## config.mk

```make
export PLATFORM = sky130hd
export DESIGN_NAME = hsv_to_rgb_pixel_top
export DESIGN_NICKNAME = d
export VERILOG_FILES = /design/src/hsvrgb_pkg.sv /design/src/hsvrgb_hue.sv /design/src/hsvrgb_mult.sv /design/src/hsvrgb_fsdiv.sv /design/src/hsvrgb_scale.sv /design/src/hsv_to_rgb_pixel_top.sv
export SDC_FILE = /design/constraint.sdc
export NUM_CORES = 1
export LEC_CHECK = 0
export ABC_AREA = 1
export CAP_MARGIN = 15
export CORE_ASPECT_RATIO = 1.75
export CORE_UTILIZATION = 45
export DETAILED_ROUTE_END_ITERATION = 12
export DONT_BUFFER_PORTS = 1
export HOLD_SLACK_MARGIN = 0.15
export PLACE_DENSITY_LB_ADDON = 0.05
export SYNTH_ARGS = -nofsm -noshare
export SYNTH_HDL_FRONTEND = slang
export SYNTH_SLANG_ARGS = --single-unit
```

## constraint.sdc

```tcl
create_clock -name clk -period 10.79 [get_ports clk]
set_input_delay 2.158 -clock clk [delete_from_list [all_inputs] [get_ports clk]]
set_output_delay 2.158 -clock clk [all_outputs]
set_load 0.005 [all_outputs]
```

## src/hsvrgb_pkg.sv

```systemverilog
package hsvrgb_pkg;

  // Default width of saturation, brightness and each colour channel.
  localparam int CHANNEL_BITS_DEF = 8;

  // Hue input width and the width of the distance from a pair's centre (0..60).
  localparam int HUE_BITS  = 9;
  localparam int DIST_BITS = 6;

  // Clock edges from the accepting edge to the edge that takes the result.
  localparam int PIPE_DEPTH = 6;

  // Hue boundaries, wide enough for the wrap of 360..511.
  localparam logic [9:0] DEG_60  = 10'd60;
  localparam logic [9:0] DEG_120 = 10'd120;
  localparam logic [9:0] DEG_180 = 10'd180;
  localparam logic [9:0] DEG_240 = 10'd240;
  localparam logic [9:0] DEG_300 = 10'd300;
  localparam logic [9:0] DEG_360 = 10'd360;

  // 60-degree sectors, named by the largest and then the middle channel.
  typedef enum logic [2:0] {
    SEC_RG = 3'd0,
    SEC_GR = 3'd1,
    SEC_GB = 3'd2,
    SEC_BG = 3'd3,
    SEC_BR = 3'd4,
    SEC_RB = 3'd5
  } sector_t;

  // Control that travels down the pipeline with each word.
  typedef struct packed {
    logic    vld;
    sector_t sector;
  } ctl_t;

endpackage

```

## src/hsvrgb_hue.sv

```systemverilog
module hsvrgb_hue #(
  parameter int N = hsvrgb_pkg::CHANNEL_BITS_DEF
) (
  input  logic                          clk,
  input  logic                          rst_n,
  input  logic                          in_vld,
  input  logic [hsvrgb_pkg::HUE_BITS-1:0]  hue,
  input  logic [N-1:0]                  sat,
  input  logic [N-1:0]                  val,
  output hsvrgb_pkg::ctl_t              ctl_o,
  output logic [hsvrgb_pkg::DIST_BITS-1:0] dist_o,
  output logic [N-1:0]                  sat_o,
  output logic [N-1:0]                  val_o
);
  import hsvrgb_pkg::*;

  logic [9:0]           h_red;
  logic [9:0]           base;
  logic [9:0]           off;
  logic [9:0]           dist_full;
  sector_t              sector_nxt;
  ctl_t                 ctl_r;
  logic [DIST_BITS-1:0] dist_r;
  logic [DIST_BITS-1:0] dist_nxt;
  logic [N-1:0]         sat_r;
  logic [N-1:0]         val_r;

  // Fold hues of 360 and above back into one turn.
  assign h_red = ({1'b0, hue} >= DEG_360) ? ({1'b0, hue} - DEG_360) : {1'b0, hue};

  // Find the sector and the start of its 120-degree pair.
  always_comb begin
    priority if (h_red < DEG_60) begin
      sector_nxt = SEC_RG;
      base       = '0;
    end else if (h_red < DEG_120) begin
      sector_nxt = SEC_GR;
      base       = '0;
    end else if (h_red < DEG_180) begin
      sector_nxt = SEC_GB;
      base       = DEG_120;
    end else if (h_red < DEG_240) begin
      sector_nxt = SEC_BG;
      base       = DEG_120;
    end else if (h_red < DEG_300) begin
      sector_nxt = SEC_BR;
      base       = DEG_240;
    end else begin
      sector_nxt = SEC_RB;
      base       = DEG_240;
    end
  end

  // Distance of the hue from the centre of its pair.
  assign off       = h_red - base;
  assign dist_full = (off >= DEG_60) ? (off - DEG_60) : (DEG_60 - off);
  assign dist_nxt  = dist_full[DIST_BITS-1:0];

  // Stage register: reset clears only the valid bit.
  always_ff @(posedge clk) begin
    if (!rst_n) begin
      ctl_r.vld <= 1'b0;
    end else begin
      ctl_r.vld <= in_vld;
    end
    ctl_r.sector <= sector_nxt;
    dist_r       <= dist_nxt;
    sat_r        <= sat;
    val_r        <= val;
  end

  assign ctl_o  = ctl_r;
  assign dist_o = dist_r;
  assign sat_o  = sat_r;
  assign val_o  = val_r;

endmodule

```

## src/hsvrgb_mult.sv

```systemverilog
module hsvrgb_mult #(
  parameter int N = hsvrgb_pkg::CHANNEL_BITS_DEF
) (
  input  logic                             clk,
  input  logic                             rst_n,
  input  hsvrgb_pkg::ctl_t                 ctl_i,
  input  logic [hsvrgb_pkg::DIST_BITS-1:0] dist_i,
  input  logic [N-1:0]                     sat_i,
  input  logic [N-1:0]                     val_i,
  output hsvrgb_pkg::ctl_t                 ctl_o,
  output logic [2*N-1:0]                   lo_num_o,
  output logic [2*N+5:0]                   mid_num_o,
  output logic [N-1:0]                     val_o
);
  import hsvrgb_pkg::*;

  localparam int         SW     = N + DIST_BITS;
  localparam logic [N-1:0]  FS_V  = {N{1'b1}};
  localparam logic [SW-1:0] SPAN  = SW'(60 * ((1 << N) - 1));

  ctl_t          ctl2_r;
  ctl_t          ctl3_r;
  logic [SW-1:0] sd_r;
  logic [SW-1:0] sd_nxt;
  logic [2*N-1:0] lo2_r;
  logic [2*N-1:0] lo3_r;
  logic [2*N-1:0] lo_nxt;
  logic [N-1:0]  val2_r;
  logic [N-1:0]  val3_r;
  logic [SW-1:0] diff;
  logic [2*N+5:0] mid_r;
  logic [2*N+5:0] mid_nxt;

  // First products: saturation times distance, and the smallest channel numerator.
  assign sd_nxt = {{N{1'b0}}, dist_i} * {{DIST_BITS{1'b0}}, sat_i};
  assign lo_nxt = {{N{1'b0}}, val_i} * {{N{1'b0}}, FS_V - sat_i};

  // Second product: the middle channel numerator.
  assign diff    = SPAN - sd_r;
  assign mid_nxt = {{SW{1'b0}}, val2_r} * {{N{1'b0}}, diff};

  // Two stage registers: reset clears only the valid bits.
  always_ff @(posedge clk) begin
    if (!rst_n) begin
      ctl2_r.vld <= 1'b0;
      ctl3_r.vld <= 1'b0;
    end else begin
      ctl2_r.vld <= ctl_i.vld;
      ctl3_r.vld <= ctl2_r.vld;
    end
    ctl2_r.sector <= ctl_i.sector;
    ctl3_r.sector <= ctl2_r.sector;
    sd_r          <= sd_nxt;
    lo2_r         <= lo_nxt;
    lo3_r         <= lo2_r;
    val2_r        <= val_i;
    val3_r        <= val2_r;
    mid_r         <= mid_nxt;
  end

  assign ctl_o     = ctl3_r;
  assign lo_num_o  = lo3_r;
  assign mid_num_o = mid_r;
  assign val_o     = val3_r;

endmodule

```

## src/hsvrgb_fsdiv.sv

```systemverilog
module hsvrgb_fsdiv #(
  parameter int N  = hsvrgb_pkg::CHANNEL_BITS_DEF,
  parameter int XW = 2 * hsvrgb_pkg::CHANNEL_BITS_DEF,
  parameter int QW = hsvrgb_pkg::CHANNEL_BITS_DEF
) (
  input  logic [XW-1:0] x,
  output logic [QW-1:0] q
);
  localparam int             AW   = XW + 1;
  localparam int             QAW  = AW - N;
  localparam logic [AW-1:0]  FS_A = AW'((64'd1 << N) - 64'd1);

  logic [AW-1:0]  acc;
  logic [QAW-1:0] q0;
  logic [AW-1:0]  qfs;
  logic [AW-1:0]  rem;
  logic [QAW-1:0] q_full;

  // Divide by 2^N - 1 as x * (1 + 2^-N + 2^-2N) / 2^N, which never overshoots.
  assign acc = AW'(x) + AW'(x >> N) + AW'(x >> (2 * N));
  assign q0  = acc[AW-1:N];

  // The estimate is at most one low: correct it from the remainder.
  assign qfs    = {q0, {N{1'b0}}} - AW'(q0);
  assign rem    = AW'(x) - qfs;
  assign q_full = (rem >= FS_A) ? (q0 + QAW'(1)) : q0;
  assign q      = q_full[QW-1:0];

endmodule

```

## src/hsvrgb_scale.sv

```systemverilog
module hsvrgb_scale #(
  parameter int N = hsvrgb_pkg::CHANNEL_BITS_DEF
) (
  input  logic             clk,
  input  logic             rst_n,
  input  hsvrgb_pkg::ctl_t ctl_i,
  input  logic [2*N-1:0]   lo_num_i,
  input  logic [2*N+5:0]   mid_num_i,
  input  logic [N-1:0]     val_i,
  output hsvrgb_pkg::ctl_t ctl_o,
  output logic [N-1:0]     lo_o,
  output logic [N-1:0]     mid_o,
  output logic [N-1:0]     val_o
);
  import hsvrgb_pkg::*;

  // Division by 60 as a multiply by a rounded-up reciprocal, exact over the range.
  localparam int              YW   = N + DIST_BITS;
  localparam int              SH   = YW + 6;
  localparam int              KW   = SH - 5;
  localparam longint unsigned KVAL = ((64'd1 << SH) + 64'd59) / 64'd60;
  localparam logic [KW-1:0]   K_V  = KW'(KVAL);
  localparam int              PW   = YW + KW;

  ctl_t          ctl4_r;
  ctl_t          ctl5_r;
  logic [YW-1:0] mid_y;
  logic [YW-1:0] mid_y_r;
  logic [N-1:0]  lo_q;
  logic [N-1:0]  lo4_r;
  logic [N-1:0]  lo5_r;
  logic [N-1:0]  val4_r;
  logic [N-1:0]  val5_r;
  logic [PW-1:0] prod_r;
  logic [PW-1:0] prod_nxt;

  // Both numerators are first divided by full scale.
  hsvrgb_fsdiv #(.N(N), .XW(2 * N), .QW(N)) u_lo_div (
    .x (lo_num_i),
    .q (lo_q)
  );

  hsvrgb_fsdiv #(.N(N), .XW(2 * N + 6), .QW(YW)) u_mid_div (
    .x (mid_num_i),
    .q (mid_y)
  );

  // Then the middle channel is divided by 60.
  assign prod_nxt = {{KW{1'b0}}, mid_y_r} * {{YW{1'b0}}, K_V};

  // Two stage registers: reset clears only the valid bits.
  always_ff @(posedge clk) begin
    if (!rst_n) begin
      ctl4_r.vld <= 1'b0;
      ctl5_r.vld <= 1'b0;
    end else begin
      ctl4_r.vld <= ctl_i.vld;
      ctl5_r.vld <= ctl4_r.vld;
    end
    ctl4_r.sector <= ctl_i.sector;
    ctl5_r.sector <= ctl4_r.sector;
    mid_y_r       <= mid_y;
    lo4_r         <= lo_q;
    lo5_r         <= lo4_r;
    val4_r        <= val_i;
    val5_r        <= val4_r;
    prod_r        <= prod_nxt;
  end

  assign ctl_o = ctl5_r;
  assign lo_o  = lo5_r;
  assign mid_o = prod_r[SH +: N];
  assign val_o = val5_r;

endmodule

```

## src/hsv_to_rgb_pixel_top.sv

```systemverilog
// HSV to RGB pixel converter.
// Input channel: a word of in_hue (whole degrees, 0..359; 360..511 wrap to
// 0..151), in_saturation and in_brightness (full scale means 1.0) is taken at
// each rising edge where start is high and busy is low. busy is always low,
// so a new pixel may be offered in every clock cycle.
// Result channel: out_red, out_green and out_blue are shown for exactly one
// cycle with out_valid high; the receiver takes them at the edge ending that
// cycle and cannot hold them off, so nothing in the pipeline ever waits.
// The pipeline has six register stages: hue decode, two multiply stages,
// the division by full scale, the reciprocal multiply for the division by
// 60, and the output register.
// Throughput: one pixel per clock, set by the fully pipelined multipliers.
// Reset (rst_n low, synchronous) clears the valid bits of every stage, so
// no result appears for a word that was in flight; the data registers are
// not cleared.
module hsv_to_rgb_pixel_top #(
  parameter int CHANNEL_BITS = hsvrgb_pkg::CHANNEL_BITS_DEF
) (
  input  logic                            clk,
  input  logic                            rst_n,
  input  logic                            start,
  output logic                            busy,
  input  logic [hsvrgb_pkg::HUE_BITS-1:0] in_hue,
  input  logic [CHANNEL_BITS-1:0]         in_saturation,
  input  logic [CHANNEL_BITS-1:0]         in_brightness,
  output logic                            out_valid,
  output logic [CHANNEL_BITS-1:0]         out_red,
  output logic [CHANNEL_BITS-1:0]         out_green,
  output logic [CHANNEL_BITS-1:0]         out_blue
);
  import hsvrgb_pkg::*;

  localparam int N = CHANNEL_BITS;

  ctl_t                 ctl1;
  ctl_t                 ctl3;
  ctl_t                 ctl5;
  logic [DIST_BITS-1:0] dist1;
  logic [N-1:0]         sat1;
  logic [N-1:0]         val1;
  logic [2*N-1:0]       lo_num3;
  logic [2*N+5:0]       mid_num3;
  logic [N-1:0]         val3;
  logic [N-1:0]         lo5;
  logic [N-1:0]         mid5;
  logic [N-1:0]         val5;
  logic                 valid_r;
  logic [N-1:0]         red_r;
  logic [N-1:0]         red_nxt;
  logic [N-1:0]         green_r;
  logic [N-1:0]         green_nxt;
  logic [N-1:0]         blue_r;
  logic [N-1:0]         blue_nxt;

  // The pipeline never stalls.
  assign busy = 1'b0;

  hsvrgb_hue #(.N(N)) u_hue (
    .clk    (clk),
    .rst_n  (rst_n),
    .in_vld (start & ~busy),
    .hue    (in_hue),
    .sat    (in_saturation),
    .val    (in_brightness),
    .ctl_o  (ctl1),
    .dist_o (dist1),
    .sat_o  (sat1),
    .val_o  (val1)
  );

  hsvrgb_mult #(.N(N)) u_mult (
    .clk       (clk),
    .rst_n     (rst_n),
    .ctl_i     (ctl1),
    .dist_i    (dist1),
    .sat_i     (sat1),
    .val_i     (val1),
    .ctl_o     (ctl3),
    .lo_num_o  (lo_num3),
    .mid_num_o (mid_num3),
    .val_o     (val3)
  );

  hsvrgb_scale #(.N(N)) u_scale (
    .clk       (clk),
    .rst_n     (rst_n),
    .ctl_i     (ctl3),
    .lo_num_i  (lo_num3),
    .mid_num_i (mid_num3),
    .val_i     (val3),
    .ctl_o     (ctl5),
    .lo_o      (lo5),
    .mid_o     (mid5),
    .val_o     (val5)
  );

  // Place the largest, middle and smallest values by sector.
  always_comb begin
    unique case (ctl5.sector)
      SEC_RG: begin
        red_nxt = val5;  green_nxt = mid5; blue_nxt = lo5;
      end
      SEC_GR: begin
        red_nxt = mid5;  green_nxt = val5; blue_nxt = lo5;
      end
      SEC_GB: begin
        red_nxt = lo5;   green_nxt = val5; blue_nxt = mid5;
      end
      SEC_BG: begin
        red_nxt = lo5;   green_nxt = mid5; blue_nxt = val5;
      end
      SEC_BR: begin
        red_nxt = mid5;  green_nxt = lo5;  blue_nxt = val5;
      end
      SEC_RB: begin
        red_nxt = val5;  green_nxt = lo5;  blue_nxt = mid5;
      end
      default: begin
        red_nxt = val5;  green_nxt = lo5;  blue_nxt = mid5;
      end
    endcase
  end

  // Output register.
  always_ff @(posedge clk) begin
    if (!rst_n) begin
      valid_r <= 1'b0;
    end else begin
      valid_r <= ctl5.vld;
    end
  end

  always_ff @(posedge clk) begin
    red_r   <= red_nxt;
    green_r <= green_nxt;
    blue_r  <= blue_nxt;
  end

  assign out_valid = valid_r;
  assign out_red   = red_r;
  assign out_green = green_r;
  assign out_blue  = blue_r;

  // Every result comes from an accepted word.
  a_result_from_word: assert property (@(posedge clk) disable iff (!rst_n)
    out_valid |-> $past(start, PIPE_DEPTH))
    else $error("result without an accepted word");

  // One channel always carries the brightness of that word.
  a_largest_is_value: assert property (@(posedge clk) disable iff (!rst_n)
    out_valid |-> (out_red == $past(in_brightness, PIPE_DEPTH)) ||
                  (out_green == $past(in_brightness, PIPE_DEPTH)) ||
                  (out_blue == $past(in_brightness, PIPE_DEPTH)))
    else $error("no channel equals the brightness");

  // No channel exceeds the brightness.
  a_channels_bounded: assert property (@(posedge clk) disable iff (!rst_n)
    out_valid |-> (out_red <= $past(in_brightness, PIPE_DEPTH)) &&
                  (out_green <= $past(in_brightness, PIPE_DEPTH)) &&
                  (out_blue <= $past(in_brightness, PIPE_DEPTH)))
    else $error("channel above the brightness");

  // Zero saturation gives grey.
  a_grey: assert property (@(posedge clk) disable iff (!rst_n)
    (out_valid && ($past(in_saturation, PIPE_DEPTH) == '0)) |->
      (out_red == out_green) && (out_green == out_blue))
    else $error("unsaturated pixel is not grey");

endmodule
```

# Word-level counts from Yosys, hierarchy flattened

Cells that the tools add are included.

Add/subtract/negate cells: 15
Multiply operators: 4
Magnitude comparators: 9
Equal/unequal tests: 4
Multiplexer cells: 15
Reductions and logical operators: 9

Operators by type and width:

| cell                   | count |
|---|---|
| $pmux 8 s2             | 3 |
| $mux 10                | 4 |
| $mul 14x15->28 const B | 1 |
| $add 22x14->23         | 1 |
| $add 23x6->23          | 1 |
| $ge 23x8->1 const B    | 1 |
| $sub 22x23->23         | 1 |
| $sub 23x15->23         | 1 |
| $mul 8x14->22          | 1 |
| $lt 10x8->1 const B    | 2 |
| $add 16x8->17          | 1 |
| $ge 17x8->1 const B    | 1 |
| $sub 16x17->17         | 1 |
| $sub 17x9->17          | 1 |
| $mul 8x8->16           | 1 |
| $mux 8                 | 2 |
| $add 14x1->14 const B  | 1 |
| $mul 6x8->14           | 1 |
| $mux 14                | 1 |
| $reduce_or 2->1        | 7 |
| $sub 14x14->14 const A | 1 |
| $ge 10x6->1 const B    | 1 |
| $lt 10x6->1 const B    | 1 |
| $lt 10x7->1 const B    | 1 |
| other kinds (16)       | 19 |

Register bits: 225
Bits of input ports: 28
Output and inout port bits: 26

# Longest topological paths before layout

Gate-level depths: netlist of run 1.

Depth after elaboration: 10
Gate-level depth with buffers: 38
Depth with buffers taken out: 36

# Cells and area by module

From an unflattened synthesis of run 1, not the netlist that was laid out.

Cell total of the unflattened synthesis: 3,051
Area, all modules: 21,650.8 um^2

Modules (own cells, without submodules):

| module                           | area an instance (um^2) | instances | cells each |
|---|---|---|---|
| hsvrgb_mult                      | 9,425.3                 | 1         | 1,190 |
| hsvrgb_scale                     | 3,905.0                 | 1         | 467 |
| hsvrgb_fsdiv (u_scale.u_mid_div) | 3,807.4                 | 1         | 715 |
| hsvrgb_fsdiv (u_scale.u_lo_div)  | 1,941.9                 | 1         | 354 |
| hsvrgb_hue                       | 1,500.2                 | 1         | 180 |
| hsv_to_rgb_pixel_top             | 1,071.0                 | 1         | 145 |

# Least setup slack after synthesis of run 1

Ideal clock, no wire load.

Path type: input-to-reg
Start: input in_hue[3] (netlist name)
End: register u_hue.dist_r[2] (netlist: u_hue.dist_o[2])
Path slack: 5,906 ps
Arrival time: 4,760 ps
Buffers on the path: 0
Library setup time: 124 ps
Cell stages on the path: 19
Cell sequence: inv_1 a21oi_1 nand2_1 nand2_1 nand2_1 nor2_1 xor2_1 nand2_1 nor3_1 nor3_2 nor2_1 ha_1 fa_1 o21ai_0 xor2_1 a311oi_1 nand2_1 nor2_1 xnor2_1

Longest elaborated chain between the ends: 10

Ends and longest elaborated chain:

| item                                       | RTL line                   | source |
|---|---|---|
| start, declared                            | hsv_to_rgb_pixel_top.sv:23 | `input logic [hsvrgb_pkg::HUE_BITS-1:0] in_hue,` |
| $sub 9x9->10 or $ge 9x9->1 (tied branches) | hsvrgb_hue.sv:29           | `assign h_red = ({1'b0, hue} >= DEG_360) ? ({1'b0, hue} - DEG_360) : {1'b0, hue};` |
| $mux 10 *                                  | hsvrgb_hue.sv:29           |  |
| $lt 10x8->1                                | hsvrgb_hue.sv:42           | `end else if (h_red < DEG_240) begin` |
| $mux 8                                     | hsvrgb_hue.sv:42           |  |
| $mux 10                                    | hsvrgb_hue.sv:39           | `end else if (h_red < DEG_180) begin` |
| $mux 10                                    | hsvrgb_hue.sv:36           | `end else if (h_red < DEG_120) begin` |
| $mux 10                                    | hsvrgb_hue.sv:33           | `priority if (h_red < DEG_60) begin` |
| $sub 10x10->10 *                           | hsvrgb_hue.sv:55           | `assign off = h_red - base;` |
| $ge 10x6->1                                | hsvrgb_hue.sv:56           | `assign dist_full = (off >= DEG_60) ? (off - DEG_60) : (DEG_60 - off);` |
| $mux 6 *                                   | hsvrgb_hue.sv:56           |  |
| via u_hue.dist_full[2]                     | hsvrgb_hue.sv:20           | `logic [9:0] dist_full;` |
| end signal, assigned                       | hsvrgb_hue.sv:67           | `dist_r <= dist_nxt;` |
| end, declared                              | hsvrgb_hue.sv:23           | `logic [DIST_BITS-1:0] dist_r;` |

Mark *: on every way through the listed nets, which the timed path passes. The rest lies on a longest branch.
A chain may end at the register's enable or synchronous reset.

# Worst setup path in the final report of run 1

Start: register u_mult.mid_r[18] (netlist: u_mult.mid_num_o[18])
End: register u_scale.mid_y_r[12]

Longest elaborated chain between the ends: 6

Ends and longest elaborated chain:

| item                   | RTL line           | source |
|---|---|---|
| start, declared        | hsvrgb_mult.sv:31  | `logic [2*N+5:0] mid_r;` |
| start signal, assigned | hsvrgb_mult.sv:58  | `mid_r <= mid_nxt;` |
| $add 22x14->23         | hsvrgb_fsdiv.sv:20 | `assign acc = AW'(x) + AW'(x >> N) + AW'(x >> (2 * N));` |
| $add 23x6->23          | hsvrgb_fsdiv.sv:20 |  |
| $sub 23x15->23         | hsvrgb_fsdiv.sv:24 | `assign qfs = {q0, {N{1'b0}}} - AW'(q0);` |
| $sub 22x23->23         | hsvrgb_fsdiv.sv:25 | `assign rem = AW'(x) - qfs;` |
| $ge 23x8->1            | hsvrgb_fsdiv.sv:26 | `assign q_full = (rem >= FS_A) ? (q0 + QAW'(1)) : q0;` |
| $mux 14 *              | hsvrgb_fsdiv.sv:26 |  |
| via u_scale.mid_y[12]  | hsvrgb_scale.sv:27 | `logic [YW-1:0] mid_y;` |
| end signal, assigned   | hsvrgb_scale.sv:62 | `mid_y_r <= mid_y;` |
| end, declared          | hsvrgb_scale.sv:28 | `logic [YW-1:0] mid_y_r;` |

Marks and branches as above.

==> metrics.txt, run 1 <==
outcome finished, final reports clean; TritonCTS clock tree done; Fin. Hold Viols 0; H-tree depth 1; clock sink count 205; initial antenna violation count 0; syn nets 3,179; Antenna Violating Nets Remaining 0; Post-synth EDFFs 0; layout cells sized above 1 under 10%; number of core rows around 100; Root Driver clkbuf_16; vias in the first global route around 17,000; Routed WL per cell ~17 microns; Clock Latency Late Sink roughly 0.54 ns; NumNets Final ~3,200; post-synthesis sequential area ratio 20.4%; synthesized cell area between 20,000 and 25,000 sq um; most used cell, CP nand2_1; largest net degree at the start of global routing 17; first drt pass iteration count 5; setup TNS 0 ns; crit share post-route between 60% and 70%; Synth Area in Compound Gates under 10%; CP max-delay cell o21ai_0; Layout fillers approximately 4,600; count of pins over their slew limit 0; Die Y 281 microns; synthesized flop and latch total roughly 200; final number of setup-violating endpoints 0; routed vias/inst a little over 5; Clock Skews about 0.023 ns; Port Buffers 0; hpwl dp 49,200 microns; multiplexer share of the synthesized area 0%; initial DRC count 692; Ys Warns 0; Worst slew margin a little under half; minimum clock period after layout ~6.8 ns; Synth cell types between 50 and 60; Worst Setup Path Type reg2reg; Cells after Synth 2,695; total CTS buffers 21; Worst Setup End Kind register; CP Max Fanout 14; IO Pins 54; global-route wire length before repair about 89,000 microns; Worst EP required around 11 ns; grt ovf 0; most common cell after layout, fill and taps aside nand2_1; DRC viols 0; Crit path arrival time just over 7 ns; Highest Clock Rate approximately 150 MHz; Synth Area in XOR/XNOR between 3 and 4%; Avg Inst Size Synth approximately 7.4 sq um; CP Launch Type register; Worst path max stage delay approximately 0.55 ns; Hold/Removal Path Class reg2reg; GPL Wtd Cong around 1; Max Root-Sink Buffers 3; post-synthesis simple-gate area fraction a little under a quarter; largest family of logic cells by synthesized area adder cells; ant diodes 0; number of max-cap violations 0; GRT Util Overall about a quarter; commonest non-fill, non-tap cells in the layout nand2_1, inv_1, ha_1; FFs w/ async S/R, synth 0%; Most used DFF post-synth dfxtp_1; cts repair resizes 0; Area growth, synth to finish 6.54%; Worst-Margin Slew around 0.8 ns; # hold bufs at CTS 0; clock-pin slew on the worst setup and hold paths around 0.07 ns; die width between 150 and 200 microns; via count approximately 17,000; buffer count from post-CTS setup fixing 0; DRT Wirelength roughly 57,000 microns; RSZ-0062 raised after global routing no; CORE AREA roughly 44,000 sq um; Die ar. between 40,000 and 50,000 sq um; Synth Area in Adders about a third; Initial Util a little under half
## registers in the layout, indices dropped and copies added (netlist names), 6 cells and up
signal / flops
u_mult.lo_num_o: 16
u_mult.lo2_r: 16
u_scale.prod_r: 8
out_green: 8
out_red: 8
u_scale.lo4_r: 8
u_mult.mid_num_o: 22
u_scale.lo_o: 8
u_scale.mid_y_r: 14
u_hue.val_o: 8
u_scale.val4_r: 8
u_mult.val2_r: 8
u_mult.sd_r: 14
u_mult.val_o: 8
u_hue.dist_o: 6
u_scale.val_o: 8
u_hue.sat_o: 8
out_blue: 8
## through the flow
stage | cells | instance area, sq um | worst slack [ns] | util [%] | hold WS (ns)
2_1_floorplan | 2695 | 20100 | 5.91 | - | 0.310
3_3_place_gp | 3238 | 20700 | 4.01 | 46.8 | 0.310
3_5_place_dp | 3238 | 20700 | 3.94 | 46.8 | 0.312
4_1_cts | 3275 | 21400 | 3.95 | 48.4 | 0.316
5_1_grt | 3275 | 21400 | 3.52 | 48.4 | 0.318
6_report | 3275 | 21400 | 3.99 | 48.4 | 0.310
## logic make-up (layout without fill, tap and decap cells)
kind of cell,count (synthesis),count (layout)
compound gates,232,232
flops,205,205
fa+ha+maj,456,456
buf+inv,616,624
other cells,1,1
simple gates,1100,1100
xor+xnor,85,85
## cell usage after synthesis, types with 4 or more instances
cell type	instances	share of area, %
a21oi_1	106	2.6
clkbuf_1	25	0.47
dfxtp_1	205	20
fa_1	165	16
ha_1	291	18
inv_1	579	11
nand2_1	666	12
nand2_2	7	0.22
nand3_1	118	2.9
nand3b_1	17	0.64
nand4_1	31	0.97
nor2_1	206	3.9
nor2_2	6	0.19
nor3_1	22	0.55
o2111ai_1	4	0.17
o211ai_1	4	0.15
o21a_1	4	0.15
o21ai_0	61	1.5
o21bai_1	10	0.37
o221ai_1	25	1.1
or2_2	10	0.31
xnor2_1	29	1.3
xor2_1	55	2.4
## layer usage
layer	GRT usage [%]	part of all wire, %	vias to the layer above
met5	0	0	-
met4	16.9	7.2	0
met3	2.32	2.6	154
met2	54.4	58	316
met1	21.4	32	7799
li1	-	-	8350
## worst max-delay path: cells and delay by family, from the launching register on
kind | cells | cell delay, ns
fa+ha+maj | 5 | 2.26
compound gates | 1 | 0.55
simple gates | 20 | 2.73
flops | 1 | 0.50
buf+inv | 6 | 0.65
## cell type report
cell class,instances,area (sq um),share of cell area (%)
multi-input combinational,1874,13600,63.7
sequential,205,4100,19.2
inverter,584,2190,10.3
tap,572,716,3.35
clock buffer,25,581,2.71
clock inverter,12,140,0.655
timing repair buffer,3,22.5,0.105
## final timing paths
path	slack (ns)	end	depth (start not counted)	from
max	3.99	u_scale.mid_y_r[12]	32	u_mult.mid_num_o[18]
max reg2reg	3.99	u_scale.mid_y_r[12]	32	u_mult.mid_num_o[18]
min reg2reg	0.31	u_scale.val4_r[4]	0	u_mult.val_o[4]
min	0.31	u_scale.val4_r[4]	0	u_mult.val_o[4]
Power of run 1 is left out: the tool's default activity adds up to more than one toggle a clock period on the data nets, which glitch-free logic cannot reach.
==> inputs of run 2 (changes only) <==
--- a/config.mk
+++ b/config.mk
@@ -5,7 +5,7 @@
 export SDC_FILE = /design/constraint.sdc
 export NUM_CORES = 1
 export LEC_CHECK = 0
-export ABC_AREA = 1
+export ABC_AREA = 0
 export CAP_MARGIN = 15
 export CORE_ASPECT_RATIO = 1.75
 export CORE_UTILIZATION = 45
==> constraint.sdc (replaced) <==
create_clock -name clk -period 6.2 [get_ports clk]
set_input_delay 1.24 -clock clk [delete_from_list [all_inputs] [get_ports clk]]
set_output_delay 1.24 -clock clk [all_outputs]
set_load 0.005 [all_outputs]
==> run 2 against run 1 <==
  * Critical path depth is 7 lower
  * Sequential cell count stayed put
  * Die area is 7.0% lower
  * Routed wire length is 21% lower
  * Utilization is 2.8 points higher
  * Synthesized cell count is 25% lower
  * Critical endpoint is now u_scale.mid_y_r[1]
  * Worst setup slack worse by 3.8 ns
  * Final cell count is 19% lower
==> metrics.txt, run 2 <==
initial antenna violation count 1 (+1); ranking of synthesized cells by area dfxtp_1, ha_1, fa_1; Post-synth top cells inv_1, ha_1, dfxtp_1; Worst Setup End Kind register; Worst EP required 6.62 ns (-4.59 ns); via count 13,736 (-17%); Ys Warns 0 (unchanged); number of max-cap violations 0 (unchanged); grt ovf 0 (unchanged); Routed WL per cell 16.8 microns (-2.7%); Max Root-Sink Buffers 3 (unchanged); Hold/Removal Path Class reg2reg; Port Buffers 0 (unchanged); synthesized flop and latch total 205 (unchanged); Yosys top cell by area dfxtp_1; Post-synth EDFFs 0 (unchanged); Die Y 271 microns (-3.6%); number of core rows 98 (-3.9%); DRT Wirelength 44,700 microns (-21%); IO Pins 54 (unchanged); largest net degree at the start of global routing 67 (+50); Most used DFF post-synth dfxtp_1; Worst-Margin Slew 1.14 ns (+0.347 ns); initial DRC count 365 (-47%); vias in the first global route 14,777 (-15%); count of pins over their slew limit 0 (unchanged); Root Driver clkbuf_16; crit path to u_scale.mid_y_r[1]; CP delay by family, top adder cells; commonest non-fill, non-tap cells in the layout inv_1, ha_1, dfxtp_1; Avg Inst Size Synth 9.20 sq um (+23%); H-tree depth 1 (unchanged); clock-pin slew on the worst setup and hold paths 0.07 ns (about the same); routed vias/inst 5.17 (+1.8%); Initial Util 45.7% (+0.25 points); HP Start u_mult.lo2_r[5]; Worst slew margin 23.9% (-23 points); layout cells sized above 1 8.82% (+6.0 points); cell with the most instances after synthesis inv_1; # hold bufs at CTS 0 (unchanged); global-route wire length before repair 73,100 microns (-18%); Die ar. 42,300 sq um (-7.0%); CP Max Fanout 8 (-6); Area growth, synth to finish 12.0%; GPL Wtd Cong 0.886 (-11%); minimum clock period after layout 6.03 ns (-0.770 ns); clock sink count 205 (unchanged); Cells after Synth 2,029 (-25%); ant diodes 0 (unchanged); worst setup path start u_mult.mid_num_o[5]; syn nets 2,513 (-21%); CP max-delay cell fa_1; Highest Clock Rate 166 MHz (+13%); worst r2r dst u_scale.mid_y_r[1]; TritonCTS clock tree done; total CTS buffers 22 (+4.8%); buffer and inverter count on the worst path 7 (+1); most common cell after layout, fill and taps aside inv_1; final number of setup-violating endpoints 0 (unchanged); outcome finished, final reports clean; post-synth top area share 22.0% (+1.5 points); crit share post-route 97.2% (+34 points); post-synthesis sequential area ratio 22.0% (+1.5 points); first drt pass iteration count 4 (-1); Worst path max stage delay 0.52 ns (-0.03 ns); hold slack final 0.316 ns (+0.00620 ns); Layout fillers 3,905 (-15%); max reg flops 22 (unchanged); RSZ-0062 raised after global routing yes; DRC viols 0 (unchanged); cell count along the critical path 25 (-22%); hpwl dp 37,700 microns (-23%); worst reg2reg startpoint u_mult.mid_num_o[5]; Fin. Hold Viols 0 (unchanged); FFs w/ async S/R, synth 0% (unchanged); Clock Skews 0.0250 ns (+0.00243 ns); R2R depth 25 (-22%); Crit path arrival time 6.44 ns (-0.77 ns); Synth cell types 83 (+63%); synthesized cell area 18,700 sq um (-7.0%); die width 156 microns (-3.5%); R2R setup slack 0.17 ns (-3.82 ns); Antenna Violating Nets Remaining 0 (unchanged); Worst Setup Path Type reg2reg; GRT Util Overall 22.0% (-3.5 points); NumNets Final 2,576 (-19%); CORE AREA 40,800 sq um (-7.5%); CP Launch Type register; Clock Latency Late Sink 0.53 ns (about the same)
==> run 2: cell families (layout without fill, tap and decap cells) <==
group / after synthesis / count (layout) / synth area share, %
simple gates: 564 / 564 / 15.9
fa+ha+maj: 456 / 456 / 37.2
buf+inv: 360 / 439 / 7.31
compound gates: 303 / 303 / 10.7
flops: 205 / 205 / 22.0
xor+xnor: 122 / 122 / 5.84
mux: 18 / 18 / 0.979
other cells: 1 / 1 / 0.0201
==> run 2: routing by layer <==
layer  up-vias  global-route usage [%]  wire (microns)
met4         0                    12.2            2490
met1      6629                    20.5           15400
met3       102                    1.98             862
li1       6813                       -               -
met5         -                       0               0
met2       192                    45.2           25900
==> run 2: worst min path at each step <==
stage / to / depth (start not counted)
2_1_floorplan: u_mult.ctl2_r[0] / 0
3_3_place_gp: u_mult.ctl_o[0] / 0
3_5_place_dp: u_mult.lo_num_o[8] / 0
4_1_cts: u_mult.lo_num_o[5] / 0
5_1_grt: u_mult.lo_num_o[14] / 0
6_report: u_mult.lo_num_o[5] / 0
==> run 2: per-stage QoR <==
| stage | setup WS [ns] | instance area (sq um) | util (%) | cells | TNS (ns) |
|---|---|---|---|---|---|
| 4_1_cts | 0.00196 | 20700 | 50.8 | 2656 | 0 |
| 3_5_place_dp | -0.340 | 19800 | 48.5 | 2610 | -3.17 |
| 2_1_floorplan | 0.000849 | 18700 | - | 2029 | 0 |
| 6_report | 0.174 | 20900 | 51.2 | 2658 | 0 |
| 3_3_place_gp | -0.209 | 19800 | 48.5 | 2610 | -1.24 |
| 5_1_grt | -0.107 | 20900 | 51.2 | 2658 | -0.892 |
==> run 2: layout make-up <==
class / instances / area (sq um) / area share (%)
multi-input combinational: 1464 / 13400 / 64.3
sequential: 205 / 4110 / 19.7
inverter: 317 / 1190 / 5.69
tap: 550 / 688 / 3.29
timing repair buffer: 82 / 672 / 3.21
clock buffer: 24 / 578 / 2.76
clock inverter: 16 / 229 / 1.10
==> run 2: timing repair <==
action,CTS,global route
pin swaps,18,19
gates cloned,1,0
buffers inserted,5,2
resized for setup,13,35
setup endpoints to repair,14,15
hold endpoints to repair,0,0
==> run 2: worst register-to-register path, stage by stage (launching register included) <==
cell and delay [ns]:
dfxtp_2 0.32, inv_2 0.04, fa_1 0.52, inv_1 0.04
ha_1 0.27, and3_4 0.19, a221oi_4 0.28, a21oi_2 0.12
nor4_4 0.30, o31ai_2 0.10, and3_4 0.19, buf_4 0.12
ha_1 0.31, inv_1 0.07, fa_1 0.48, inv_1 0.07
ha_1 0.41, nand2_1 0.19, o22ai_4 0.12, a2111oi_4 0.49
mux2i_1 0.26, nand4_1 0.16, nor4_4 0.30, buf_6 0.15
buf_12 0.12, mux2_4 0.30
Power of run 2 is left out for the same reason.
